--- config.mk ---
export PLATFORM = sky130hd
export DESIGN_NAME = cabinet_thermostat_with_sensor_failover
export DESIGN_NICKNAME = d
export VERILOG_FILES = /design/src/hw/rtl/tct_pkg.sv /design/src/hw/rtl/cabinet_thermostat_with_sensor_failover.sv /design/src/hw/rtl/tct_supply_scale.sv /design/src/hw/rtl/tct_relay_ctrl.sv
export SDC_FILE = /design/constraint.sdc
export NUM_CORES = 1
export LEC_CHECK = 0
export BUFFER_PORTS_ARGS = -buffer_cell sky130_fd_sc_hd__buf_2
export CAP_MARGIN = 20
export CORE_MARGIN = 5
export CORE_UTILIZATION = 61
export DETAILED_ROUTE_END_ITERATION = 12
export PLACE_DENSITY_LB_ADDON = 0.05
export SETUP_SLACK_MARGIN = 0.1
export SYNTH_ARGS = -nofsm -noshare
export SYNTH_HDL_FRONTEND = slang
export SYNTH_SLANG_ARGS = --single-unit
--- constraint.sdc ---
create_clock -name i_clk -period 9.7 [get_ports i_clk]
set_input_delay 0 -clock i_clk [delete_from_list [all_inputs] [get_ports i_clk]]
set_output_delay 0 -clock i_clk [all_outputs]
set_load 0.1 [all_outputs]
--- src/hw/rtl/tct_pkg.sv ---
// shared types, constants and widths of the cabinet thermostat
`timescale 1ns / 1ps
`default_nettype none

package tct_pkg;

    // temperature in degrees, signed
    typedef logic signed [8:0] t_temp;
    // temperature widened by one bit for threshold +/- 1
    typedef logic signed [9:0] t_temp_ext;

    // sensor select codes
    localparam logic [1:0] SEL_FIRST  = 2'd0;
    localparam logic [1:0] SEL_SECOND = 2'd1;
    localparam logic [1:0] SEL_FAILED = 2'd2;

    // fault flag bit positions
    localparam int FLAG_BOTH_FAILED  = 0;
    localparam int FLAG_FAILED_OVER  = 1;

    // configuration register indexes
    localparam logic CFG_FAN_TH    = 1'b0;
    localparam logic CFG_HEATER_TH = 1'b1;

    localparam t_temp FAN_TH_RESET    = 9'sd35;
    localparam t_temp HEATER_TH_RESET = 9'sd5;

    // converter conversion and plausibility limits
    localparam t_temp CODE_OFFSET     = 9'sd75;
    localparam t_temp TEMP_HIGH_LIMIT = 9'sd45;
    localparam t_temp TEMP_LOW_LIMIT  = -9'sd12;

    // error and repeat limits
    localparam logic [2:0] ERROR_LIMIT  = 3'd5;
    localparam logic [2:0] ERROR_MAX    = 3'd7;
    localparam logic [2:0] REPEAT_LIMIT = 3'd5;

    // daily stuck-reading windows
    localparam logic [4:0] WINDOW_HOUR_AM = 5'd3;
    localparam logic [4:0] WINDOW_HOUR_PM = 5'd15;
    localparam logic [5:0] WINDOW_MINUTES = 6'd3;

    // history line and warm-up
    localparam int HISTORY_DEPTH  = 24;
    localparam int HISTORY_PERIOD = 60;
    localparam int WARMUP_SAMPLES = 1445;
    localparam int TICK_W = $clog2(HISTORY_PERIOD + 2);
    localparam int WARM_W = $clog2(WARMUP_SAMPLES + 1);
    localparam logic [TICK_W-1:0] TICK_LIMIT = TICK_W'(HISTORY_PERIOD);
    localparam logic [WARM_W-1:0] WARM_LIMIT = WARM_W'(WARMUP_SAMPLES);

    // supply scaling: code*16/100 = code*41 >> 8 exact for 8-bit codes,
    // then x*25/15 = (x*5)*171 >> 9 exact for x up to 40
    localparam logic [5:0] RECIP_25  = 6'd41;
    localparam int         RECIP_25_SHIFT = 8;
    localparam logic [7:0] RECIP_3   = 8'd171;
    localparam int         RECIP_3_SHIFT = 9;

    // relay request and result
    typedef struct packed {
        logic force_off;
        logic drive;
        logic on_req;
        logic off_req;
    } t_relay_req;

    typedef struct packed {
        logic relay;
        logic cmd;
    } t_relay_out;

endpackage

`default_nettype wire

--- src/hw/rtl/cabinet_thermostat_with_sensor_failover.sv ---
// top level: cabinet thermostat with sensor failover, input and result registers
//
// channel  | direction | handshake                | contents
// ---------+-----------+--------------------------+-----------------------------------
// in       | in        | i_in_valid / o_in_ready  | sensor, supply codes, hour, minute
// out      | out       | o_out_valid / i_out_ready| temperature, relays, status, supplies
// cfg      | in        | i_cfg_we                 | i_cfg_index, i_cfg_data (thresholds)
//
// one word per cycle sustained while the result side takes each word: a word waits in
// the input register, then its whole sample update runs in one pass of shallow logic
// and lands in the result register, which raises o_out_valid.
// synchronous active-low reset clears all control state, history and counters.
// a stalled result holds the result register; the input register still takes a word
// while it is empty, or while the result register is free or being emptied in the same cycle.
`timescale 1ns / 1ps
`default_nettype none

module cabinet_thermostat_with_sensor_failover (
    input  wire logic              i_clk,
    input  wire logic              i_rst_n,
    // configuration
    input  wire logic              i_cfg_we,
    input  wire logic              i_cfg_index,
    input  wire logic [8:0]        i_cfg_data,
    // input channel
    input  wire logic              i_in_valid,
    output logic                   o_in_ready,
    input  wire logic [7:0]        i_sensor_a_code,
    input  wire logic [7:0]        i_sensor_b_code,
    input  wire logic [7:0]        i_supply_a_code,
    input  wire logic [7:0]        i_supply_b_code,
    input  wire logic [4:0]        i_hour,
    input  wire logic [5:0]        i_minute,
    // output channel
    output logic                   o_out_valid,
    input  wire logic              i_out_ready,
    output logic signed [8:0]      o_temperature,
    output logic                   o_fan_on,
    output logic                   o_fan_command,
    output logic                   o_heater_on,
    output logic                   o_heater_command,
    output logic [1:0]             o_active_sensor,
    output logic [1:0]             o_status_flags,
    output logic [2:0]             o_error_count,
    output logic                   o_sample_accepted,
    output logic [7:0]             o_supply_a_volts,
    output logic [7:0]             o_supply_b_volts,
    output logic signed [8:0]      o_history_newest
);

    localparam int DEPTH  = tct_pkg::HISTORY_DEPTH;
    localparam int TICK_W = tct_pkg::TICK_W;
    localparam int WARM_W = tct_pkg::WARM_W;

    // thresholds
    tct_pkg::t_temp r_fan_th;
    tct_pkg::t_temp r_heater_th;

    // input register
    logic        r_in_valid;
    logic [7:0]  r_sensor_a;
    logic [7:0]  r_sensor_b;
    logic [7:0]  r_supply_a;
    logic [7:0]  r_supply_b;
    logic [4:0]  r_hour;
    logic [5:0]  r_minute;

    // sample state
    logic [1:0]        r_sel,     n_sel;
    logic [1:0]        r_flags,   n_flags;
    logic [2:0]        r_err,     n_err;
    logic [TICK_W-1:0] r_tick,    n_tick;
    logic [WARM_W-1:0] r_warm,    n_warm;
    tct_pkg::t_temp    r_morning, n_morning;
    tct_pkg::t_temp    r_afternoon, n_afternoon;
    tct_pkg::t_temp    r_hist [DEPTH];
    tct_pkg::t_temp    n_hist [DEPTH];
    logic [7:0]        r_volts_a, n_volts_a;
    logic [7:0]        r_volts_b, n_volts_b;

    // result register
    logic              r_out_valid;
    tct_pkg::t_temp    r_out_temp;
    logic              r_out_fan_on;
    logic              r_out_fan_cmd;
    logic              r_out_heater_on;
    logic              r_out_heater_cmd;
    logic [1:0]        r_out_sel;
    logic [1:0]        r_out_flags;
    logic [2:0]        r_out_err;
    logic              r_out_acc;
    logic [7:0]        r_out_volts_a;
    logic [7:0]        r_out_volts_b;
    tct_pkg::t_temp    r_out_hist;

    // combinational work
    logic                advance;
    tct_pkg::t_temp      temp;
    tct_pkg::t_temp      out_temp;
    tct_pkg::t_temp_ext  temp_x;
    tct_pkg::t_temp_ext  fan_off_th;
    tct_pkg::t_temp_ext  heater_off_th;
    logic [2:0]          err_base;
    logic [2:0]          err_bump;
    logic                win_am;
    logic                win_pm;
    logic                fail_now;
    logic                drive;
    logic                force_off;
    logic                acc;
    logic [7:0]          scaled_a;
    logic [7:0]          scaled_b;
    tct_pkg::t_relay_req fan_req;
    tct_pkg::t_relay_req heater_req;
    tct_pkg::t_relay_out fan_next;
    tct_pkg::t_relay_out heater_next;

    // handshake
    assign advance     = r_in_valid && (!r_out_valid || i_out_ready);
    assign o_in_ready  = !r_in_valid || advance;

    // temperature and hysteresis bounds
    assign temp = (r_sel == tct_pkg::SEL_SECOND)
                ? $signed({1'b0, r_sensor_b}) - tct_pkg::CODE_OFFSET
                : $signed({1'b0, r_sensor_a}) - tct_pkg::CODE_OFFSET;
    assign temp_x        = {temp[8], temp};
    assign fan_off_th    = $signed({r_fan_th[8], r_fan_th}) - 10'sd1;
    assign heater_off_th = $signed({r_heater_th[8], r_heater_th}) + 10'sd1;
    assign win_am = (r_hour == tct_pkg::WINDOW_HOUR_AM) && (r_minute < tct_pkg::WINDOW_MINUTES);
    assign win_pm = (r_hour == tct_pkg::WINDOW_HOUR_PM) && (r_minute < tct_pkg::WINDOW_MINUTES);

    tct_supply_scale u_supply (
        .i_code_a  (r_supply_a),
        .i_code_b  (r_supply_b),
        .o_volts_a (scaled_a),
        .o_volts_b (scaled_b)
    );

    // per-sample state update
    always_comb begin
        n_sel       = r_sel;
        n_flags     = r_flags;
        n_err       = r_err;
        n_tick      = r_tick;
        n_warm      = r_warm;
        n_morning   = r_morning;
        n_afternoon = r_afternoon;
        n_hist      = r_hist;
        n_volts_a   = r_volts_a;
        n_volts_b   = r_volts_b;
        out_temp    = temp;
        err_base    = r_err;
        err_bump    = r_err;
        fail_now    = 1'b0;
        drive       = 1'b0;
        force_off   = 1'b0;
        acc         = 1'b0;
        if (r_sel == tct_pkg::SEL_FAILED) begin
            force_off = 1'b1;
            out_temp  = '0;
        end else begin
            // history line advances once per HISTORY_PERIOD + 1 samples
            if (r_tick > tct_pkg::TICK_LIMIT) begin
                for (int i = 1; i < DEPTH; i++) begin
                    n_hist[i] = r_hist[i-1];
                end
                n_hist[0] = temp;
                n_tick    = TICK_W'(1);
            end else begin
                n_tick = r_tick + TICK_W'(1);
            end
            // failover on too many errors
            if (r_err > tct_pkg::ERROR_LIMIT) begin
                if (r_sel == tct_pkg::SEL_FIRST) begin
                    n_sel = tct_pkg::SEL_SECOND;
                    n_flags[tct_pkg::FLAG_FAILED_OVER] = 1'b1;
                    err_base = 3'd0;
                    n_err    = 3'd0;
                end else begin
                    n_sel = tct_pkg::SEL_FAILED;
                    n_flags[tct_pkg::FLAG_BOTH_FAILED] = 1'b1;
                    force_off = 1'b1;
                    out_temp  = '0;
                    fail_now  = 1'b1;
                end
            end
            err_bump = (err_base == tct_pkg::ERROR_MAX) ? err_base : err_base + 3'd1;
            if (!fail_now) begin
                if (temp > tct_pkg::TEMP_HIGH_LIMIT || temp < tct_pkg::TEMP_LOW_LIMIT) begin
                    n_err = err_bump;
                end else begin
                    if (win_am) begin
                        n_morning = temp;
                    end
                    if (win_pm) begin
                        n_afternoon = temp;
                    end
                    if (r_warm < tct_pkg::WARM_LIMIT) begin
                        n_warm = r_warm + WARM_W'(1);
                    end
                    if (r_warm >= tct_pkg::WARM_LIMIT && (win_am || win_pm)
                            && n_morning == n_afternoon) begin
                        // stuck reading
                        n_err = err_bump;
                    end else begin
                        n_err     = 3'd0;
                        drive     = 1'b1;
                        acc       = 1'b1;
                        n_volts_a = scaled_a;
                        n_volts_b = scaled_b;
                    end
                end
            end
        end
    end

    // relay requests
    assign fan_req.force_off    = force_off;
    assign fan_req.drive        = drive;
    assign fan_req.on_req       = temp >= r_fan_th;
    assign fan_req.off_req      = temp_x < fan_off_th;
    assign heater_req.force_off = force_off;
    assign heater_req.drive     = drive;
    assign heater_req.on_req    = temp <= r_heater_th;
    assign heater_req.off_req   = temp_x > heater_off_th;

    tct_relay_ctrl u_fan (
        .i_clk     (i_clk),
        .i_rst_n   (i_rst_n),
        .i_advance (advance),
        .i_req     (fan_req),
        .o_next    (fan_next)
    );

    tct_relay_ctrl u_heater (
        .i_clk     (i_clk),
        .i_rst_n   (i_rst_n),
        .i_advance (advance),
        .i_req     (heater_req),
        .o_next    (heater_next)
    );

    // threshold registers
    always_ff @(posedge i_clk) begin
        if (!i_rst_n) begin
            r_fan_th    <= tct_pkg::FAN_TH_RESET;
            r_heater_th <= tct_pkg::HEATER_TH_RESET;
        end else if (i_cfg_we) begin
            unique case (i_cfg_index)
                tct_pkg::CFG_FAN_TH:    r_fan_th    <= i_cfg_data;
                tct_pkg::CFG_HEATER_TH: r_heater_th <= i_cfg_data;
                default: ;
            endcase
        end
    end

    // input register
    always_ff @(posedge i_clk) begin
        if (!i_rst_n) begin
            r_in_valid <= 1'b0;
        end else if (o_in_ready) begin
            r_in_valid <= i_in_valid;
        end
    end

    always_ff @(posedge i_clk) begin
        if (o_in_ready && i_in_valid) begin
            r_sensor_a <= i_sensor_a_code;
            r_sensor_b <= i_sensor_b_code;
            r_supply_a <= i_supply_a_code;
            r_supply_b <= i_supply_b_code;
            r_hour     <= i_hour;
            r_minute   <= i_minute;
        end
    end

    // sample state
    always_ff @(posedge i_clk) begin
        if (!i_rst_n) begin
            r_sel       <= tct_pkg::SEL_FIRST;
            r_flags     <= 2'b00;
            r_err       <= 3'd0;
            r_tick      <= '0;
            r_warm      <= '0;
            r_morning   <= '0;
            r_afternoon <= '0;
            r_volts_a   <= 8'd0;
            r_volts_b   <= 8'd0;
            for (int i = 0; i < DEPTH; i++) begin
                r_hist[i] <= '0;
            end
        end else if (advance) begin
            r_sel       <= n_sel;
            r_flags     <= n_flags;
            r_err       <= n_err;
            r_tick      <= n_tick;
            r_warm      <= n_warm;
            r_morning   <= n_morning;
            r_afternoon <= n_afternoon;
            r_volts_a   <= n_volts_a;
            r_volts_b   <= n_volts_b;
            r_hist      <= n_hist;
        end
    end

    // result register
    always_ff @(posedge i_clk) begin
        if (!i_rst_n) begin
            r_out_valid <= 1'b0;
        end else if (advance) begin
            r_out_valid <= 1'b1;
        end else if (i_out_ready) begin
            r_out_valid <= 1'b0;
        end
    end

    always_ff @(posedge i_clk) begin
        if (advance) begin
            r_out_temp       <= out_temp;
            r_out_fan_on     <= fan_next.relay;
            r_out_fan_cmd    <= fan_next.cmd;
            r_out_heater_on  <= heater_next.relay;
            r_out_heater_cmd <= heater_next.cmd;
            r_out_sel        <= n_sel;
            r_out_flags      <= n_flags;
            r_out_err        <= n_err;
            r_out_acc        <= acc;
            r_out_volts_a    <= n_volts_a;
            r_out_volts_b    <= n_volts_b;
            r_out_hist       <= n_hist[0];
        end
    end

    assign o_out_valid       = r_out_valid;
    assign o_temperature     = r_out_temp;
    assign o_fan_on          = r_out_fan_on;
    assign o_fan_command     = r_out_fan_cmd;
    assign o_heater_on       = r_out_heater_on;
    assign o_heater_command  = r_out_heater_cmd;
    assign o_active_sensor   = r_out_sel;
    assign o_status_flags    = r_out_flags;
    assign o_error_count     = r_out_err;
    assign o_sample_accepted = r_out_acc;
    assign o_supply_a_volts  = r_out_volts_a;
    assign o_supply_b_volts  = r_out_volts_b;
    assign o_history_newest  = r_out_hist;

    // failed state is terminal
    a_failed_sticky: assert property (@(posedge i_clk) disable iff (!i_rst_n)
        r_sel == tct_pkg::SEL_FAILED |=> r_sel == tct_pkg::SEL_FAILED)
        else $error("failed state left");

    // failed state implies both fault flags
    a_failed_flags: assert property (@(posedge i_clk) disable iff (!i_rst_n)
        r_sel == tct_pkg::SEL_FAILED |-> r_flags == 2'b11)
        else $error("failed state without both fault flags");

    // a failed result never shows a relay on
    a_failed_relays_off: assert property (@(posedge i_clk) disable iff (!i_rst_n)
        (r_out_valid && r_out_sel == tct_pkg::SEL_FAILED) |-> (!r_out_fan_on && !r_out_heater_on))
        else $error("relay on in failed state");

    // a word in the input register moves on when the result side is free
    a_advance: assert property (@(posedge i_clk) disable iff (!i_rst_n)
        (r_in_valid && !r_out_valid) |=> r_out_valid)
        else $error("word stuck in input register");

endmodule

`default_nettype wire

--- src/hw/rtl/tct_supply_scale.sv ---
// supply voltage scaling of both channels by constant reciprocals
`timescale 1ns / 1ps
`default_nettype none

module tct_supply_scale (
    input  wire logic [7:0] i_code_a,
    input  wire logic [7:0] i_code_b,
    output logic [7:0]      o_volts_a,
    output logic [7:0]      o_volts_b
);

    logic [13:0] prod_a;
    logic [13:0] prod_b;
    logic [5:0]  base_a;
    logic [5:0]  base_b;
    logic [7:0]  five_a;
    logic [15:0] third_a;

    // code*16/100 on both channels
    assign prod_a = 14'(i_code_a) * 14'(tct_pkg::RECIP_25);
    assign prod_b = 14'(i_code_b) * 14'(tct_pkg::RECIP_25);
    assign base_a = prod_a[tct_pkg::RECIP_25_SHIFT +: 6];
    assign base_b = prod_b[tct_pkg::RECIP_25_SHIFT +: 6];

    // channel a times 25/15
    assign five_a  = 8'(base_a) * 8'd5;
    assign third_a = 16'(five_a) * 16'(tct_pkg::RECIP_3);
    assign o_volts_a = {1'b0, third_a[tct_pkg::RECIP_3_SHIFT +: 7]};

    // channel b times 8, wrapped
    assign o_volts_b = {base_b[4:0], 3'b000};

endmodule

`default_nettype wire

--- src/hw/rtl/tct_relay_ctrl.sv ---
// one relay with hysteresis requests and repeat-limited commands
`timescale 1ns / 1ps
`default_nettype none

module tct_relay_ctrl (
    input  wire logic                i_clk,
    input  wire logic                i_rst_n,
    input  wire logic                i_advance,
    input  wire tct_pkg::t_relay_req i_req,
    output tct_pkg::t_relay_out      o_next
);

    logic       r_relay;
    logic [2:0] r_cnt_on;
    logic [2:0] r_cnt_off;
    logic       n_relay;
    logic [2:0] n_cnt_on;
    logic [2:0] n_cnt_off;
    logic       n_cmd;

    // next relay state and command for the word in flight
    always_comb begin
        n_relay   = r_relay;
        n_cnt_on  = r_cnt_on;
        n_cnt_off = r_cnt_off;
        n_cmd     = 1'b0;
        if (i_req.force_off) begin
            n_relay = 1'b0;
            n_cmd   = 1'b1;
        end else if (i_req.drive) begin
            if (i_req.on_req) begin
                if (r_cnt_on < tct_pkg::REPEAT_LIMIT) begin
                    n_relay   = 1'b1;
                    n_cnt_on  = r_cnt_on + 3'd1;
                    n_cnt_off = 3'd0;
                    n_cmd     = 1'b1;
                end
            end else if (i_req.off_req) begin
                if (r_cnt_off < tct_pkg::REPEAT_LIMIT) begin
                    n_relay   = 1'b0;
                    n_cnt_off = r_cnt_off + 3'd1;
                    n_cnt_on  = 3'd0;
                    n_cmd     = 1'b1;
                end
            end
        end
    end

    assign o_next.relay = n_relay;
    assign o_next.cmd   = n_cmd;

    // relay and repeat counters
    always_ff @(posedge i_clk) begin
        if (!i_rst_n) begin
            r_relay   <= 1'b0;
            r_cnt_on  <= 3'd0;
            r_cnt_off <= 3'd0;
        end else if (i_advance) begin
            r_relay   <= n_relay;
            r_cnt_on  <= n_cnt_on;
            r_cnt_off <= n_cnt_off;
        end
    end

endmodule

`default_nettype wire

==> results_dict.tcl <==
set metrics [dict create \
    clock_latency_ps 440 \
    ff2ff_path_depth 28 \
    syn_avg_cell_area_um2 10.2 \
    finalCriticalPeriod_ps 8230 \
    synth_seq_cells 190 \
    cts_tree "yes" \
    hp-start "i_cfg_index" \
    grt_pass1_vias 8665 \
    worst_slack_ps 1470 \
    detail-route-antenna-nets 0 \
    finalWirelength_um 25700 \
    synth_cell_types 89 \
    postPlaceCellArea_mm2 0.0125 \
    fp.dieW_um 149 \
    core_area_mm2 0.0193 \
    rr_startpoint "r_supply_a[2]$_DFFE_PP_" \
    grt_pass1_wl_um 42100 \
    die-height_um 149 \
    syn2layout_area_growth_pct 16.1 \
    htree_levels 4 \
    worst_path_max_delay_cell "fa_1" \
    routed_via_density 5.56 \
    yosysTopAreaCell "edfxtp_1" \
    num_vias 8854 \
    dp_hpwl_um 18200 \
    remaining_drc_errors 0 \
    rsz0062_at_grt "no" \
    drtPass1Iterations 5 \
    timing.fmax_ghz 0.122 \
    finClkSkew_ps 12.7 \
    finalCritPeriodShare_pct 84.8 \
    critPathBufInv 2 \
    postCtsResizedCells 0 \
    synth_ff_type "dfxtp_1" \
    setup-tns-final_ps 0 \
    antenna-diode-count 0 \
    clk_pin_slew_worst_paths_ps 70 \
    worst_pin_slew_ps 1040 \
    fin_nets 1538 \
    powerDensity_mw_per_mm2 391 \
    holdBufCountCts 56 \
    rr_endpoint "o_supply_a_volts[6]$_DFFE_PP_" \
    irDropWorstVdd_v 0.000707 \
    worstSetupStartpointType "flip-flop" \
    crit_family "adder cells" \
    fin_util_pct 71.3 \
    cts-root-buf "clkbuf_16" \
    design.die.area_mm2 0.0223 \
    setup_viol_count_final 0 \
    dp_slack_ps 1440 \
    postCtsSetupRepairBufs 0 \
    outcome "finished, final reports clean" \
    min_to "r_fan_th[8]$_SDFFE_PN0P_" \
    final_max_slew_viol_count 0 \
    relSlewSlack_pct 30.6 \
    mostFrequentLayoutCells "149 x ha_1, 105 x buf_2, 101 x dfxtp_1, 99 x nand2_1, 89 x edfxtp_1" \
    holdCritPathClass "in -> reg" \
    cp.required_ps 9890 \
    io_pins 106 \
    crit_type "reg -> reg" \
    cts.sinks 190 \
    rows 51 \
    crit_path_end_kind "flip-flop" \
    start_util_pct 61.4 \
    gp_congestion 0.852 \
    first_iter_violations 520 \
    min_path_cells 4 \
    synth_fp_nets 1386 \
    reg2reg_slack_ps 1470 \
    crit_top_cell "ha_1" \
    clockBufferDepth 2 \
    crit_arrival_ps 8410 \
    gr-total-overflow 0 \
    yosysWarnings 0 \
    synthArstFlopShare_pct 0 \
    port_buffers 105 \
    path_max_fanout 5 \
    whs_ps 35.3 \
    synth.top_cell.area_share_pct 22.6 \
    synth_edf_count 89 \
    max_cap_violations 0 \
    antenna_found_initial 0 \
    post_drt_wl_per_cell_um 16.2 \
    syn_inst 1162 \
    layout_commonest_cell "ha_1" \
    yosys-top-cells-area "edfxtp_1 23%, dfxtp_1 17%, ha_1 16%" \
    finalInstanceArea_mm2 0.0137 \
    drive_gt1_share_pct 15.1 \
    groute.usage.overall_pct 23.5 \
    cts_buffers 17 \
    synth_area_mm2 0.0118 \
    hold_viol_final 0 \
    grt_max_degree 62 \
    seq_area_frac_synth_pct 39.7 \
    crit_path_max_incr_delay_ps 540 \
    p_leak_nw 5.84 \
]
## sequential cells by signal, indices dropped and copies added, names as in the netlist, 5 cells and up
register / count
o_temperature: 9
r_hour: 5
r_fan_th: 9
r_tick: 6
r_minute: 6
r_afternoon: 9
r_sensor_a: 8
r_morning: 9
r_volts_a: 8
o_supply_a_volts: 8
r_supply_a: 8
r_volts_b: 8
o_supply_b_volts: 8
r_sensor_b: 8
r_hist: 9
r_warm: 11
o_history_newest: 9
r_heater_th: 9
r_supply_b: 8
## cell type report
| type | instances | area, um^2 |
|---|---|---|
| clock inverter | 14 | 171 |
| clock buffer | 18 | 439 |
| sequential | 190 | 4690 |
| inverter | 89 | 334 |
| timing repair buffer | 167 | 1140 |
| multi-input combinational | 849 | 6630 |
| fill | 1481 | 5530 |
| tap | 265 | 332 |
## how the worst max path moves through the flow
stage | slack, ps | start | cells after the start | endpoint
global route | 880 | r_supply_a[4]$_DFFE_PP_ | 28 | o_supply_a_volts[6]$_DFFE_PP_
CTS | 1450 | r_supply_a[2]$_DFFE_PP_ | 28 | o_supply_a_volts[6]$_DFFE_PP_
floorplan | 2140 | r_supply_a[4]$_DFFE_PP_ | 28 | o_supply_a_volts[6]$_DFFE_PP_
global placement | 1690 | r_supply_a[4]$_DFFE_PP_ | 28 | o_supply_a_volts[6]$_DFFE_PP_
detailed placement | 1440 | r_supply_a[2]$_DFFE_PP_ | 28 | o_supply_a_volts[6]$_DFFE_PP_
finish | 1470 | r_supply_a[2]$_DFFE_PP_ | 28 | o_supply_a_volts[6]$_DFFE_PP_
## through the flow
step,power [mW],instances
after floorplan,3.83,1162
after global placement,4.46,1502
after detailed placement,4.60,1502
after CTS,5.37,1590
after global routing,5.95,1592
final,5.37,1592
## power by group
part,switching (mW),leakage [nW],internal [mW]
Clock,0.327,0.297,0.398
Combinational,2.14,3.88,1.56
Sequential,0.0254,1.66,0.927
## logic make-up (layout without fill, tap and decap cells)
family / count (synthesis) / count (layout) / share of synthesized area, %
AND/OR/NAND/NOR: 353 / 353 / 15.2
AO/OA/AOI/OAI: 213 / 213 / 12.2
flip-flops: 190 / 190 / 39.7
adder cells (fa/ha/maj): 166 / 166 / 18.6
buffers and inverters: 123 / 288 / 4.33
XOR/XNOR: 63 / 63 / 4.88
multiplexers: 54 / 54 / 5.09
## tightest hold or removal path: stages
cell and delay (ps):
buf_2 100, nor2b_1 160, nand2_1 110, a21oi_1 50
## Yosys cell counts, types with 17 or more instances
cell	number
o21a_1	17
nand3_1	31
nor3_1	19
ha_1	149
nor2_1	81
fa_1	17
mux2i_1	32
dfxtp_1	101
edfxtp_1	89
inv_1	87
xor2_1	20
nor2b_1	36
xnor2_1	41
clkbuf_1	24
o21ai_0	30
a21oi_1	74
nand2_1	99
## metal layers
metal / vias up / part of all wire (%) / global-route usage (%) / wire length (um)
met4: 0 / 1.2 / 5.17 / 308
met2: 196 / 47 / 39.7 / 12200
met5: - / 0 / 0 / 0
met3: 30 / 4.7 / 4.31 / 1210
met1: 4186 / 47 / 31.7 / 12100
li1: 4442 / - / - / -
(Power assumes the default switching activity.)
